--- src/sv/rdcl_pkg.sv ---
`default_nettype none
package rdcl_pkg;

  localparam int unsigned MAX_CHUNKS = 64;
  localparam int unsigned CW_W = 7;

  localparam logic [31:0] TAG_RIFF = 32'h5249_4646;
  localparam logic [31:0] TAG_WAVE = 32'h5741_5645;
  localparam logic [31:0] TAG_DATA = 32'h6461_7461;

  localparam logic [31:0] FIRST_CHUNK = 32'd12;
  localparam logic [31:0] POS_RIFF_END = 32'd3;
  localparam logic [31:0] POS_SIZE_END = 32'd7;
  localparam logic [31:0] POS_WAVE_END = 32'd11;
  localparam logic [32:0] HDR_LAST_OFS = 33'd7;
  localparam logic [32:0] HDR_LEN = 33'd8;
  localparam logic [31:0] POS_MAX = 32'hFFFF_FFFF;

  localparam int unsigned IN_TDATA_W = 40;
  localparam int unsigned OUT_TDATA_W = 104;

  typedef enum logic [1:0] {
    PH_PREAMBLE,
    PH_WALK,
    PH_STOP
  } rdcl_phase_t;

  typedef struct packed {
    logic riff;
    logic hdr8;
    logic found;
  } rdcl_flags_t;

  typedef struct packed {
    logic [31:0] size_field;
    logic        last_byte;
    logic        first_byte;
    logic [7:0]  data_byte;
  } rdcl_item_t;

  typedef struct packed {
    logic [31:0] file_length;
    logic        changed;
    logic [31:0] corrected_field;
    logic [31:0] data_offset;
    logic        found;
    logic        playable;
  } rdcl_result_t;

  function automatic logic [31:0] le32(input logic [31:0] v);
    return {v[7:0], v[15:8], v[23:16], v[31:24]};
  endfunction

endpackage
`default_nettype wire

--- src/sv/rdcl_in_stage.sv ---
`default_nettype none
module rdcl_in_stage (
  input  wire logic                   clk,
  input  wire logic                   rst_n,
  input  wire logic                   in_tvalid,
  output logic                        in_tready,
  input  wire logic [rdcl_pkg::IN_TDATA_W-1:0] in_tdata,
  input  wire logic                   in_tuser,
  input  wire logic                   in_tlast,
  input  wire logic                   advance,
  output logic                        item_valid,
  output rdcl_pkg::rdcl_item_t        item
);
  import rdcl_pkg::*;

  logic       valid_r, valid_nxt;
  rdcl_item_t item_r, item_nxt;

  assign in_tready = !valid_r || advance;

  always_comb begin
    valid_nxt = valid_r;
    item_nxt  = item_r;
    if (in_tready) begin
      valid_nxt = in_tvalid;
      if (in_tvalid) begin
        item_nxt.data_byte  = in_tdata[7:0];
        item_nxt.size_field = in_tdata[39:8];
        item_nxt.first_byte = in_tuser;
        item_nxt.last_byte  = in_tlast;
      end
    end
  end

  always_ff @(posedge clk) begin
    if (!rst_n) begin
      valid_r <= 1'b0;
    end else begin
      valid_r <= valid_nxt;
    end
    item_r <= item_nxt;
  end

  assign item_valid = valid_r;
  assign item       = item_r;
endmodule
`default_nettype wire

--- src/sv/rdcl_parser.sv ---
`default_nettype none
module rdcl_parser (
  input  wire logic                 clk,
  input  wire logic                 rst_n,
  input  wire logic                 step,
  input  rdcl_pkg::rdcl_item_t      item,
  output rdcl_pkg::rdcl_result_t    result
);
  import rdcl_pkg::*;

  logic [31:0]     pos_r, pos_nxt, pos_c, pos_s;
  logic [31:0]     off_r, off_nxt, off_c, off_s;
  logic [63:0]     shift_r, shift_nxt, shift_s;
  logic [CW_W-1:0] cw_r, cw_nxt, cw_c, cw_s, cw_inc;
  rdcl_phase_t     phase_r, phase_nxt, phase_c, phase_s;
  logic [31:0]     hsv_r, hsv_nxt, hsv_c, hsv_s;
  logic [31:0]     held_r, held_nxt, held_c;
  logic [31:0]     loc_r, loc_nxt, loc_c, loc_s;
  rdcl_flags_t     flags_r, flags_nxt, flags_c, flags_s;

  logic [31:0] low, high, sz, off8, chain_nxt;
  logic        hit, wrap, is_data, inside_hdr, inside_held;

  // restart view of the state when the transaction opens a file
  assign pos_c   = item.first_byte ? '0 : pos_r;
  assign off_c   = item.first_byte ? FIRST_CHUNK : off_r;
  assign cw_c    = item.first_byte ? '0 : cw_r;
  assign phase_c = item.first_byte ? PH_PREAMBLE : phase_r;
  assign hsv_c   = item.first_byte ? '0 : hsv_r;
  assign held_c  = item.first_byte ? item.size_field : held_r;
  assign loc_c   = item.first_byte ? '0 : loc_r;
  assign flags_c = item.first_byte ? '0 : flags_r;

  assign shift_s = {(item.first_byte ? 56'd0 : shift_r[55:0]), item.data_byte};
  assign low     = shift_s[31:0];
  assign high    = shift_s[63:32];
  assign sz      = le32(low);

  assign hit       = (phase_c == PH_WALK) && ({1'b0, pos_c} == ({1'b0, off_c} + HDR_LAST_OFS));
  assign is_data   = (high == TAG_DATA);
  assign off8      = off_c + 32'd8;
  assign chain_nxt = off8 + sz + {31'd0, sz[0]};
  assign wrap      = chain_nxt < off8;
  assign cw_inc    = cw_c + CW_W'(1);

  always_comb begin
    phase_s = phase_c;
    case (phase_c)
      PH_PREAMBLE: begin
        if (pos_c == POS_WAVE_END) begin
          phase_s = (flags_c.riff && low == TAG_WAVE) ? PH_WALK : PH_STOP;
        end
      end
      PH_WALK: begin
        if (hit && (is_data || wrap || cw_inc >= CW_W'(MAX_CHUNKS))) begin
          phase_s = PH_STOP;
        end
      end
      default: phase_s = phase_c;
    endcase
  end

  always_comb begin
    flags_s = flags_c;
    hsv_s   = hsv_c;
    off_s   = off_c;
    cw_s    = cw_c;
    loc_s   = loc_c;
    if (phase_c == PH_PREAMBLE) begin
      if (pos_c == POS_RIFF_END && low == TAG_RIFF) begin
        flags_s.riff = 1'b1;
      end
      if (pos_c == POS_SIZE_END) begin
        flags_s.hdr8 = 1'b1;
        hsv_s        = sz;
      end
    end
    if (hit) begin
      cw_s = cw_inc;
      if (is_data) begin
        flags_s.found = 1'b1;
        loc_s         = off_c;
      end else if (!wrap) begin
        off_s = chain_nxt;
      end
    end
    pos_s = (pos_c == POS_MAX) ? pos_c : pos_c + 32'd1;
  end

  assign inside_hdr  = ({1'b0, hsv_s} + HDR_LEN) < {1'b0, pos_s};
  assign inside_held = ({1'b0, held_c} + HDR_LEN) < {1'b0, pos_s};

  always_comb begin
    result.playable        = (flags_s.riff && flags_s.hdr8) ? (inside_hdr || flags_s.found)
                                                            : 1'b1;
    result.found           = flags_s.found;
    result.data_offset     = flags_s.found ? loc_s : '0;
    result.changed         = flags_s.found && !inside_held;
    result.corrected_field = result.changed ? loc_s : held_c;
    result.file_length     = pos_s;
  end

  always_comb begin
    held_nxt = held_c;
    if (item.last_byte) begin
      pos_nxt   = '0;
      off_nxt   = FIRST_CHUNK;
      shift_nxt = '0;
      cw_nxt    = '0;
      phase_nxt = PH_PREAMBLE;
      hsv_nxt   = '0;
      loc_nxt   = '0;
      flags_nxt = '0;
    end else begin
      pos_nxt   = pos_s;
      off_nxt   = off_s;
      shift_nxt = shift_s;
      cw_nxt    = cw_s;
      phase_nxt = phase_s;
      hsv_nxt   = hsv_s;
      loc_nxt   = loc_s;
      flags_nxt = flags_s;
    end
  end

  always_ff @(posedge clk) begin
    if (!rst_n) begin
      pos_r   <= '0;
      off_r   <= FIRST_CHUNK;
      shift_r <= '0;
      cw_r    <= '0;
      phase_r <= PH_PREAMBLE;
      hsv_r   <= '0;
      held_r  <= '0;
      loc_r   <= '0;
      flags_r <= '0;
    end else if (step) begin
      pos_r   <= pos_nxt;
      off_r   <= off_nxt;
      shift_r <= shift_nxt;
      cw_r    <= cw_nxt;
      phase_r <= phase_nxt;
      hsv_r   <= hsv_nxt;
      held_r  <= held_nxt;
      loc_r   <= loc_nxt;
      flags_r <= flags_nxt;
    end
  end
endmodule
`default_nettype wire

--- src/sv/rdcl_out_stage.sv ---
`default_nettype none
module rdcl_out_stage (
  input  wire logic                    clk,
  input  wire logic                    rst_n,
  input  wire logic                    load,
  input  rdcl_pkg::rdcl_result_t       result,
  output logic                         free,
  output logic                         out_tvalid,
  input  wire logic                    out_tready,
  output logic [rdcl_pkg::OUT_TDATA_W-1:0] out_tdata
);
  import rdcl_pkg::*;

  logic         valid_r, valid_nxt;
  rdcl_result_t data_r, data_nxt;

  assign free = !valid_r || out_tready;

  always_comb begin
    valid_nxt = valid_r;
    data_nxt  = data_r;
    if (free) begin
      valid_nxt = load;
    end
    if (load) begin
      data_nxt = result;
    end
  end

  always_ff @(posedge clk) begin
    if (!rst_n) begin
      valid_r <= 1'b0;
    end else begin
      valid_r <= valid_nxt;
    end
    data_r <= data_nxt;
  end

  assign out_tvalid = valid_r;
  assign out_tdata  = {(OUT_TDATA_W - $bits(rdcl_result_t))'(0), data_r};
endmodule
`default_nettype wire

--- src/sv/riff_data_chunk_locator_unit.sv ---
// Channel | Direction | Transaction content
// in_     | slave     | one file byte, size field, first (tuser) and last (tlast) marks
// out_    | master    | data chunk location, playability and corrected size field
//
// One byte is taken per cycle unless a last byte waits behind a stalled result, with no gaps between files.
// The last byte is registered in the input stage; its result is registered in the output stage as that byte advances.
// Cost per byte is one chunk-chain add and an offset compare in the parser.
// Synchronous active-low reset clears parse state and both valid flags.
// in_tready falls only while a last byte waits behind a stalled result.
`default_nettype none
module riff_data_chunk_locator_unit (
  input  wire logic                                clk,
  input  wire logic                                rst_n,
  input  wire logic                                in_tvalid,
  output logic                                     in_tready,
  // [7:0] data_byte, [39:8] size_field
  input  wire logic [rdcl_pkg::IN_TDATA_W-1:0]     in_tdata,
  // [0] first_byte
  input  wire logic                                in_tuser,
  input  wire logic                                in_tlast,
  output logic                                     out_tvalid,
  input  wire logic                                out_tready,
  // [0] playable, [1] found, [33:2] data_offset, [65:34] corrected_field,
  // [66] changed, [98:67] file_length, [103:99] zero
  output logic [rdcl_pkg::OUT_TDATA_W-1:0]         out_tdata
);
  import rdcl_pkg::*;

  logic         item_valid, out_free, advance;
  rdcl_item_t   item;
  rdcl_result_t result;

  assign advance = item_valid && (!item.last_byte || out_free);

  rdcl_in_stage u_in (
    .clk        (clk),
    .rst_n      (rst_n),
    .in_tvalid  (in_tvalid),
    .in_tready  (in_tready),
    .in_tdata   (in_tdata),
    .in_tuser   (in_tuser),
    .in_tlast   (in_tlast),
    .advance    (advance),
    .item_valid (item_valid),
    .item       (item)
  );

  rdcl_parser u_parser (
    .clk    (clk),
    .rst_n  (rst_n),
    .step   (advance),
    .item   (item),
    .result (result)
  );

  rdcl_out_stage u_out (
    .clk        (clk),
    .rst_n      (rst_n),
    .load       (advance && item.last_byte),
    .result     (result),
    .free       (out_free),
    .out_tvalid (out_tvalid),
    .out_tready (out_tready),
    .out_tdata  (out_tdata)
  );
endmodule
`default_nettype wire

--- config.mk ---
export PLATFORM = sky130hd
export DESIGN_NAME = riff_data_chunk_locator_unit
export DESIGN_NICKNAME = d
export VERILOG_FILES = /design/src/sv/rdcl_pkg.sv /design/src/sv/rdcl_in_stage.sv /design/src/sv/rdcl_parser.sv /design/src/sv/rdcl_out_stage.sv /design/src/sv/riff_data_chunk_locator_unit.sv
export SDC_FILE = /design/constraint.sdc
export NUM_CORES = 1
export LEC_CHECK = 0
export BUFFER_PORTS_ARGS = -buffer_cell sky130_fd_sc_hd__buf_4
export CORE_MARGIN = 10
export CORE_UTILIZATION = 45
export CTS_CLUSTER_SIZE = 25
export DETAILED_ROUTE_END_ITERATION = 7
export PLACE_DENSITY = 0.68
export SYNTH_ARGS = -nofsm -noshare
export SYNTH_HDL_FRONTEND = slang
export SYNTH_SLANG_ARGS = --single-unit
--- constraint.sdc ---
create_clock -name clk -period 11.1 [get_ports clk]
set_input_delay 1.665 -clock clk [delete_from_list [all_inputs] [get_ports clk]]
set_output_delay 1.665 -clock clk [all_outputs]
set_load 0.02 [all_outputs]
=== Word-level counts from Yosys, hierarchy flattened ===
Index checks and enable logic that the tools add are counted.
Widths: inputs -> output; s select.

* Bits in latches: 0
* Register bits after elaboration: 371
* Word-level logic and storage cells: 100
* Output and inout bits: 106
* Bits in writable memories: 0
* Memories: 0
* Bits in read-only memories: 0

* Bitwise gates (word level): 0
* Divide/modulo/power cells: 0
* Shifts and indexed selects: 0
* Mux-type cells: 36
* Equality and inequality tests: 9
* Multipliers: 0
* $add $sub $neg: 8
* Reduce and logical (&&, ||, !) cells: 20
* Order comparisons: 4

{| class="wikitable"
|+ Operator list
! cell !! number
|-
| $mux 32 || 18
|-
| $mux 56 || 2
|-
| $eq 32x31->1 const B || 3
|-
| $add 32x4->33 const B || 2
|-
| $lt 33x32->1 || 2
|-
| $add 32x3->33 const B || 1
|-
| $eq 32x33->1 || 1
|-
| $add 32x1->32 || 1
|-
| $add 32x1->32 const B || 1
|-
| $add 32x32->32 || 1
|-
| $add 32x4->32 const B || 1
|-
| $eq 32x2->1 const B || 1
|-
| $eq 32x3->1 const B || 1
|-
| $eq 32x32->1 const B || 1
|-
| $eq 32x4->1 const B || 1
|-
| $lt 32x32->1 || 1
|-
| $mux 7 || 3
|-
| $mux 2 || 6
|-
| $logic_and 1x1->1 || 8
|-
| $add 7x1->7 const B || 1
|-
| $ge 7x7->1 const B || 1
|-
| $logic_or 1x1->1 || 6
|-
| $mux 3 || 2
|-
| $logic_not 1->1 || 4
|-
| other kinds (5) || 8
|}

=== Longest topological paths before layout ===
* Depth after elaboration: 11
* Mapped depth: 45
* Depth with buffers taken out: 31

=== Hierarchy ===
Synthesis repeated with hierarchy kept, for this count alone.

* Cell total of the unflattened synthesis: 2,647
* Area total of the unflattened synthesis: 23,496.3 µm²

{| class="wikitable"
|+ By module, submodules not included
! module !! cells each !! seq. area each (µm²) !! times used !! area each (µm²)
|-
| rdcl_parser || 2,488 || 4,564.4 || 1 || 19,095.8
|-
| rdcl_out_stage || 109 || 2,992.9 || 1 || 3,062.9
|-
| rdcl_in_stage || 47 || 1,281.2 || 1 || 1,318.8
|-
| riff_data_chunk_locator_unit || 3 || 0.0 || 1 || 18.8
|}

=== Worst setup path before layout ===
OpenSTA, ideal clock, no wires.

* Path type: register to register
* From: register u_in.item_r (netlist bit u_in.item[8])
* To: register u_parser.off_r[15]
* Slack: 2.452 ns
* Period minus slack after synthesis: 8.648 ns
* Data arrival time: 8.531 ns
* Stages on the path, launching flop included: 42
* Cells stage by stage: edfxtp_1 -> buf_6 -> buf_8 -> buf_12 -> clkbuf_8 -> buf_2 -> buf_6 -> clkbuf_1 -> clkbuf_1 -> clkbuf_8 -> clkbuf_1 -> buf_1 -> clkbuf_1 -> nor2b_1 -> ha_1 -> buf_2 -> xor2_1 -> ha_1 -> [... 6 more ...] -> a31o_2 -> a21o_1 -> xnor2_1 -> inv_1 -> ha_1 -> nor2b_1 -> o21ai_0 -> nand2b_1 -> a21oi_1 -> nor2b_1 -> o21ai_0 -> nand2b_1 -> a221oi_1 -> o31ai_4 -> o21ai_4 -> nor2_1 -> clkbuf_8 -> a22o_1

* Longest elaborated chain between the ends: 9

{| class="wikitable"
|+ RTL lines
! element !! RTL line !! RTL
|-
| start, declared || rdcl_in_stage.sv:17 || <nowiki>rdcl_item_t item_r, item_nxt;</nowiki>
|-
| start signal, assigned || rdcl_in_stage.sv:41 || <nowiki>item_r <= item_nxt;</nowiki>
|-
| $mux 32 || rdcl_parser.sv:26 || <nowiki>assign off_c = item.first_byte ? FIRST_CHUNK : off_r;</nowiki>
|-
| $add 32x4->32 || rdcl_parser.sv:41 || <nowiki>assign off8 = off_c + 32'd8;</nowiki>
|-
| $add 32x32->32 || rdcl_parser.sv:42 || <nowiki>assign chain_nxt = off8 + sz + {31'd0, sz[0]};</nowiki>
|-
| $add 32x1->32 || rdcl_parser.sv:42 ||
|-
| $lt 32x32->1 || rdcl_parser.sv:43 || <nowiki>assign wrap = chain_nxt < off8;</nowiki>
|-
| $mux 32 || rdcl_parser.sv:83 || <nowiki>end else if (!wrap) begin</nowiki>
|-
| $mux 32 || rdcl_parser.sv:80 || <nowiki>if (is_data) begin</nowiki>
|-
| $mux 32 * || rdcl_parser.sv:78 || <nowiki>if (hit) begin</nowiki>
|-
| $mux 32 * || rdcl_parser.sv:105 || <nowiki>if (item.last_byte) begin</nowiki>
|-
| end signal, assigned || rdcl_parser.sv:139 || <nowiki>off_r <= off_nxt;</nowiki>
|-
| end, declared || rdcl_parser.sv:12 || <nowiki>logic [31:0] off_r, off_nxt, off_c, off_s;</nowiki>
|}

Mark *: on every way between the ends. The rest lies on a longest branch, timed or not.
A chain may end at the register's enable or synchronous reset.

=== Worst setup path after layout ===
* From: register u_in.item_r (netlist bit u_in.item[8])
* To: register u_parser.off_r[31]

Same word-level chain as after synthesis.

==> flow_metrics.py <==
metrics = {
    "timing": {
        "hold_viol": 0,
        "drv_slew": 0,
        "fmax_mhz": 132.1,
        "setup_tns_ns": 0,
        "max-slew-margin-rel_pct": 5.532,
        "worstMarginPinSlew_ns": 1.404,
        "period_share_pct": 68.21,
        "rsz0062_at_grt": "no",
        "worst_clock_skew_ns": 0.03166,
        "setup_viol": 0,
        "min_period_ns": 7.571,
    },
    "setup_path": {
        "crit_path_start_kind": "flip-flop",
        "cp.required_ns": 11.57,
        "r2r-end": "u_parser.off_r[31]",
        "worstSetupPathType": "reg -> reg",
        "rr_startpoint": "u_in.item[8]",
        "reg2reg_slack_ns": 3.53,
        "crit_path_end_kind": "flip-flop",
        "max_stage_delay_ns": 0.49,
        "cpMaxStageDelayCell": "a221oi_4",
        "crit_top_cell": "ha_1",
        "crit_buf_inv": 3,
        "cp_max_fo": 34,
        "reg2reg_depth": 31,
        "worst_ep_arrival_time_ns": 8.04,
        "path_delay_family": "compound AO/OA/AOI/OAI gates",
    },
    "clocking": {
        "cts_sinks": 371,
        "postCtsSetupRepairBufs": 0,
        "path_clk_slew_ns": 0.07,
        "clk_path_buf_depth": 3,
        "root_buffer": "clkbuf_16",
        "cts_buffers": 42,
        "h-tree-depth": 2,
        "worstSkewPairLatency_ns": 0.60,
        "cts.hold.buffers_added": 0,
        "cts_tree": "yes",
        "cts_resized": 0,
    },
    "logic_synthesis": {
        "syn_area_mm2": 0.02432,
        "yosys.cell_count.top_type": "nand2_1",
        "ys_top_cells_by_area": "dfxtp_1 (19%), edfxtp_1 (17%), ha_1 (6.1%)",
        "synth_edf_count": 141,
        "yosysSeqAreaShare_pct": 36.34,
        "ys_types": 125,
        "synth_ff_type": "dfxtp_1",
        "synth-seq-cells": 371,
        "async_reset_ff_share_pct": 0,
        "yosys-top-cells-count": "nand2_1 (326), dfxtp_1 (230), nor2b_1 (167), nor2_1 (145), edfxtp_1 (141)",
        "netlist.area_leader.share_pct": 18.93,
        "yosys.area.top_type": "dfxtp_1",
        "synthCells": 2703,
        "syn_area_per_cell_um2": 8.998,
        "yosysWarnings": 0,
    },
    "finish": {
        "regArea_mm2": 0.008838,
        "multi_input_area_mm2": 0.01415,
        "fillers": 4889,
        "final_nets": 2914,
        "drive_gt1_share_pct": 13.34,
        "syn2layout_area_growth_pct": 11.32,
        "num_antenna_cells": 0,
    },
    "floorplan": {
        "die_h_um": 252.5,
        "die_w_um": 252.5,
        "initial_core_util_pct": 45.29,
        "core_mm2": 0.05371,
        "ios": 152,
        "design.die.area_mm2": 0.06375,
        "rows": 85,
    },
    "flow_run": {
        "maxCapViolCount": 0,
    },
    "power_and_ir_drop": {
        "leakagePower_nw": 10.17,
        "power_per_cell_area_mw_per_mm2": 118.7,
        "p_total_mw": 3.215,
        "peakVddDrop_mv": 0.1179,
    },
    "placement": {
        "dp_hpwl_um": 59760,
        "place.gp.congestion": 0.9999,
        "place.port_buffers": 146,
    },
    "worst_hold_path": {
        "hold_depth": 2,
        "min_from": "u_parser.held_r[31]",
        "hold_end": "u_parser.held_r[31]",
        "hold_class": "reg -> reg",
    },
    "grt": {
        "grt_overflow": 0,
        "grt_pass1_vias": 20067,
        "antenna_found_initial": 0,
        "grt_max_degree": 110,
        "grt.total_usage_pct": 24.60,
        "grt_pass1_wl_um": 123000,
    },
    "routing": {
        "drt-total-wl_um": 81080,
        "routedWlPerCell_um": 23.31,
        "ant_nets": 0,
        "drtIter0Drc": 2172,
        "drc": 0,
        "first_pass_iters": 6,
        "via_per_inst": 6.037,
        "num_vias": 20997,
    },
    "status": {
        "outcome": "finished clean",
    },
}
registers in the layout (all words and copies together) (netlist names):
| name | count |
|---|---|
| u_in.item | 42 |
| u_in.item_valid | 1 |
| u_out.out_tdata | 99 |
| u_out.out_tvalid | 1 |
| u_parser.cw_r | 7 |
| u_parser.flags_r | 3 |
| u_parser.held_r | 32 |
| u_parser.hsv_r | 32 |
| u_parser.loc_r | 32 |
| u_parser.off_r | 32 |
| u_parser.phase_r | 2 |
| u_parser.pos_r | 32 |
| u_parser.shift_r | 56 |
through the flow:
step                cells  utilization [%]  hold slack (ns)  area [um^2]  worst slack (ns)
floorplan            2707                -           0.4428        24340             2.452
global placement     3400            47.55           0.4527        25540             3.594
detailed placement   3400            47.55           0.4627        25540             3.615
CTS                  3478            50.41           0.4711        27080             3.583
global route         3478            50.41           0.4912        27080             3.068
finish               3478            50.41           0.4718        27080             3.529
worst max-delay path by stage:
stage,start,end,depth (start not counted)
after floorplan,u_in.item[8],u_parser.off_r[15],41
after global placement,u_in.item[8],u_parser.off_r[31],31
after detailed placement,u_in.item[8],u_parser.off_r[31],31
after CTS,u_in.item[8],u_parser.off_r[31],31
after global routing,u_parser.off_r[5],u_parser.off_r[28],30
final,u_in.item[8],u_parser.off_r[31],31
cell usage in the layout (no fill, tap or decap), types with 10 or more instances in the layout:
cell	netlist	final
buf_4	15	174
nor2_1	145	142
nand3_1	80	80
mux2_2	34	34
ha_1	119	119
or4_1	10	10
nor3_1	45	45
nand4b_1	10	10
a211oi_1	11	11
inv_1	92	92
a21oi_1	92	92
a31oi_1	14	13
a22oi_1	105	105
nor2b_1	167	167
nand2_1	326	325
o21a_1	13	13
nand4_1	44	44
o211ai_1	15	15
nand3b_1	15	15
nor4_1	32	31
nand2b_1	29	28
clkbuf_16	0	43
dfxtp_1	230	230
and2_1	62	62
or3_1	19	19
a21boi_0	37	37
a21o_1	33	33
o21ai_0	105	105
a22o_1	20	20
edfxtp_1	141	141
mux2i_1	84	84
xor2_1	71	71
and3_1	27	26
xnor2_1	115	115
where the power goes:
group	total (mW)	switching, mW	internal, mW	leakage, nW
clock	1.55	0.629	0.920	0.741
combinational	0.211	0.137	0.0738	6.19
sequential	1.45	0.0192	1.44	3.24
area by class of cell:
cell class              instances  area share, %
multi-input cells            2064          52.26
flip-flops and latches        371          32.64
repair buffers                175          4.898
clock buffers                  51          4.270
well taps                     696          3.216
clock inverters                27          1.405
inverters                      94          1.303
layer usage:
layer	vias up	global-route usage [%]	share of wire [%]
met5	-	0	0
met4	0	7.738	2.7
met3	137	3.968	7.6
met2	872	40.95	47
met1	10263	32.09	42
li1	9725	-	-
tightest hold or removal path: cells and delay by family, from the launching register on:
| kind | cells | cell delay [ns] |
|---|---|---|
| flip-flops | 1 | 0.31 |
| AO/OA/AOI/OAI | 1 | 0.06 |
| AND/OR/NAND/NOR | 1 | 0.05 |
cells by family after synthesis:
logic type      share of synthesized area, %
simple gates                           23.96
compound gates                         15.31
flops                                  36.34
buf+inv                                5.839
xor+xnor                               7.135
fa+ha+maj                              6.245
mux                                    5.149
other cells                          0.01542
(Power assumes the default switching activity.)
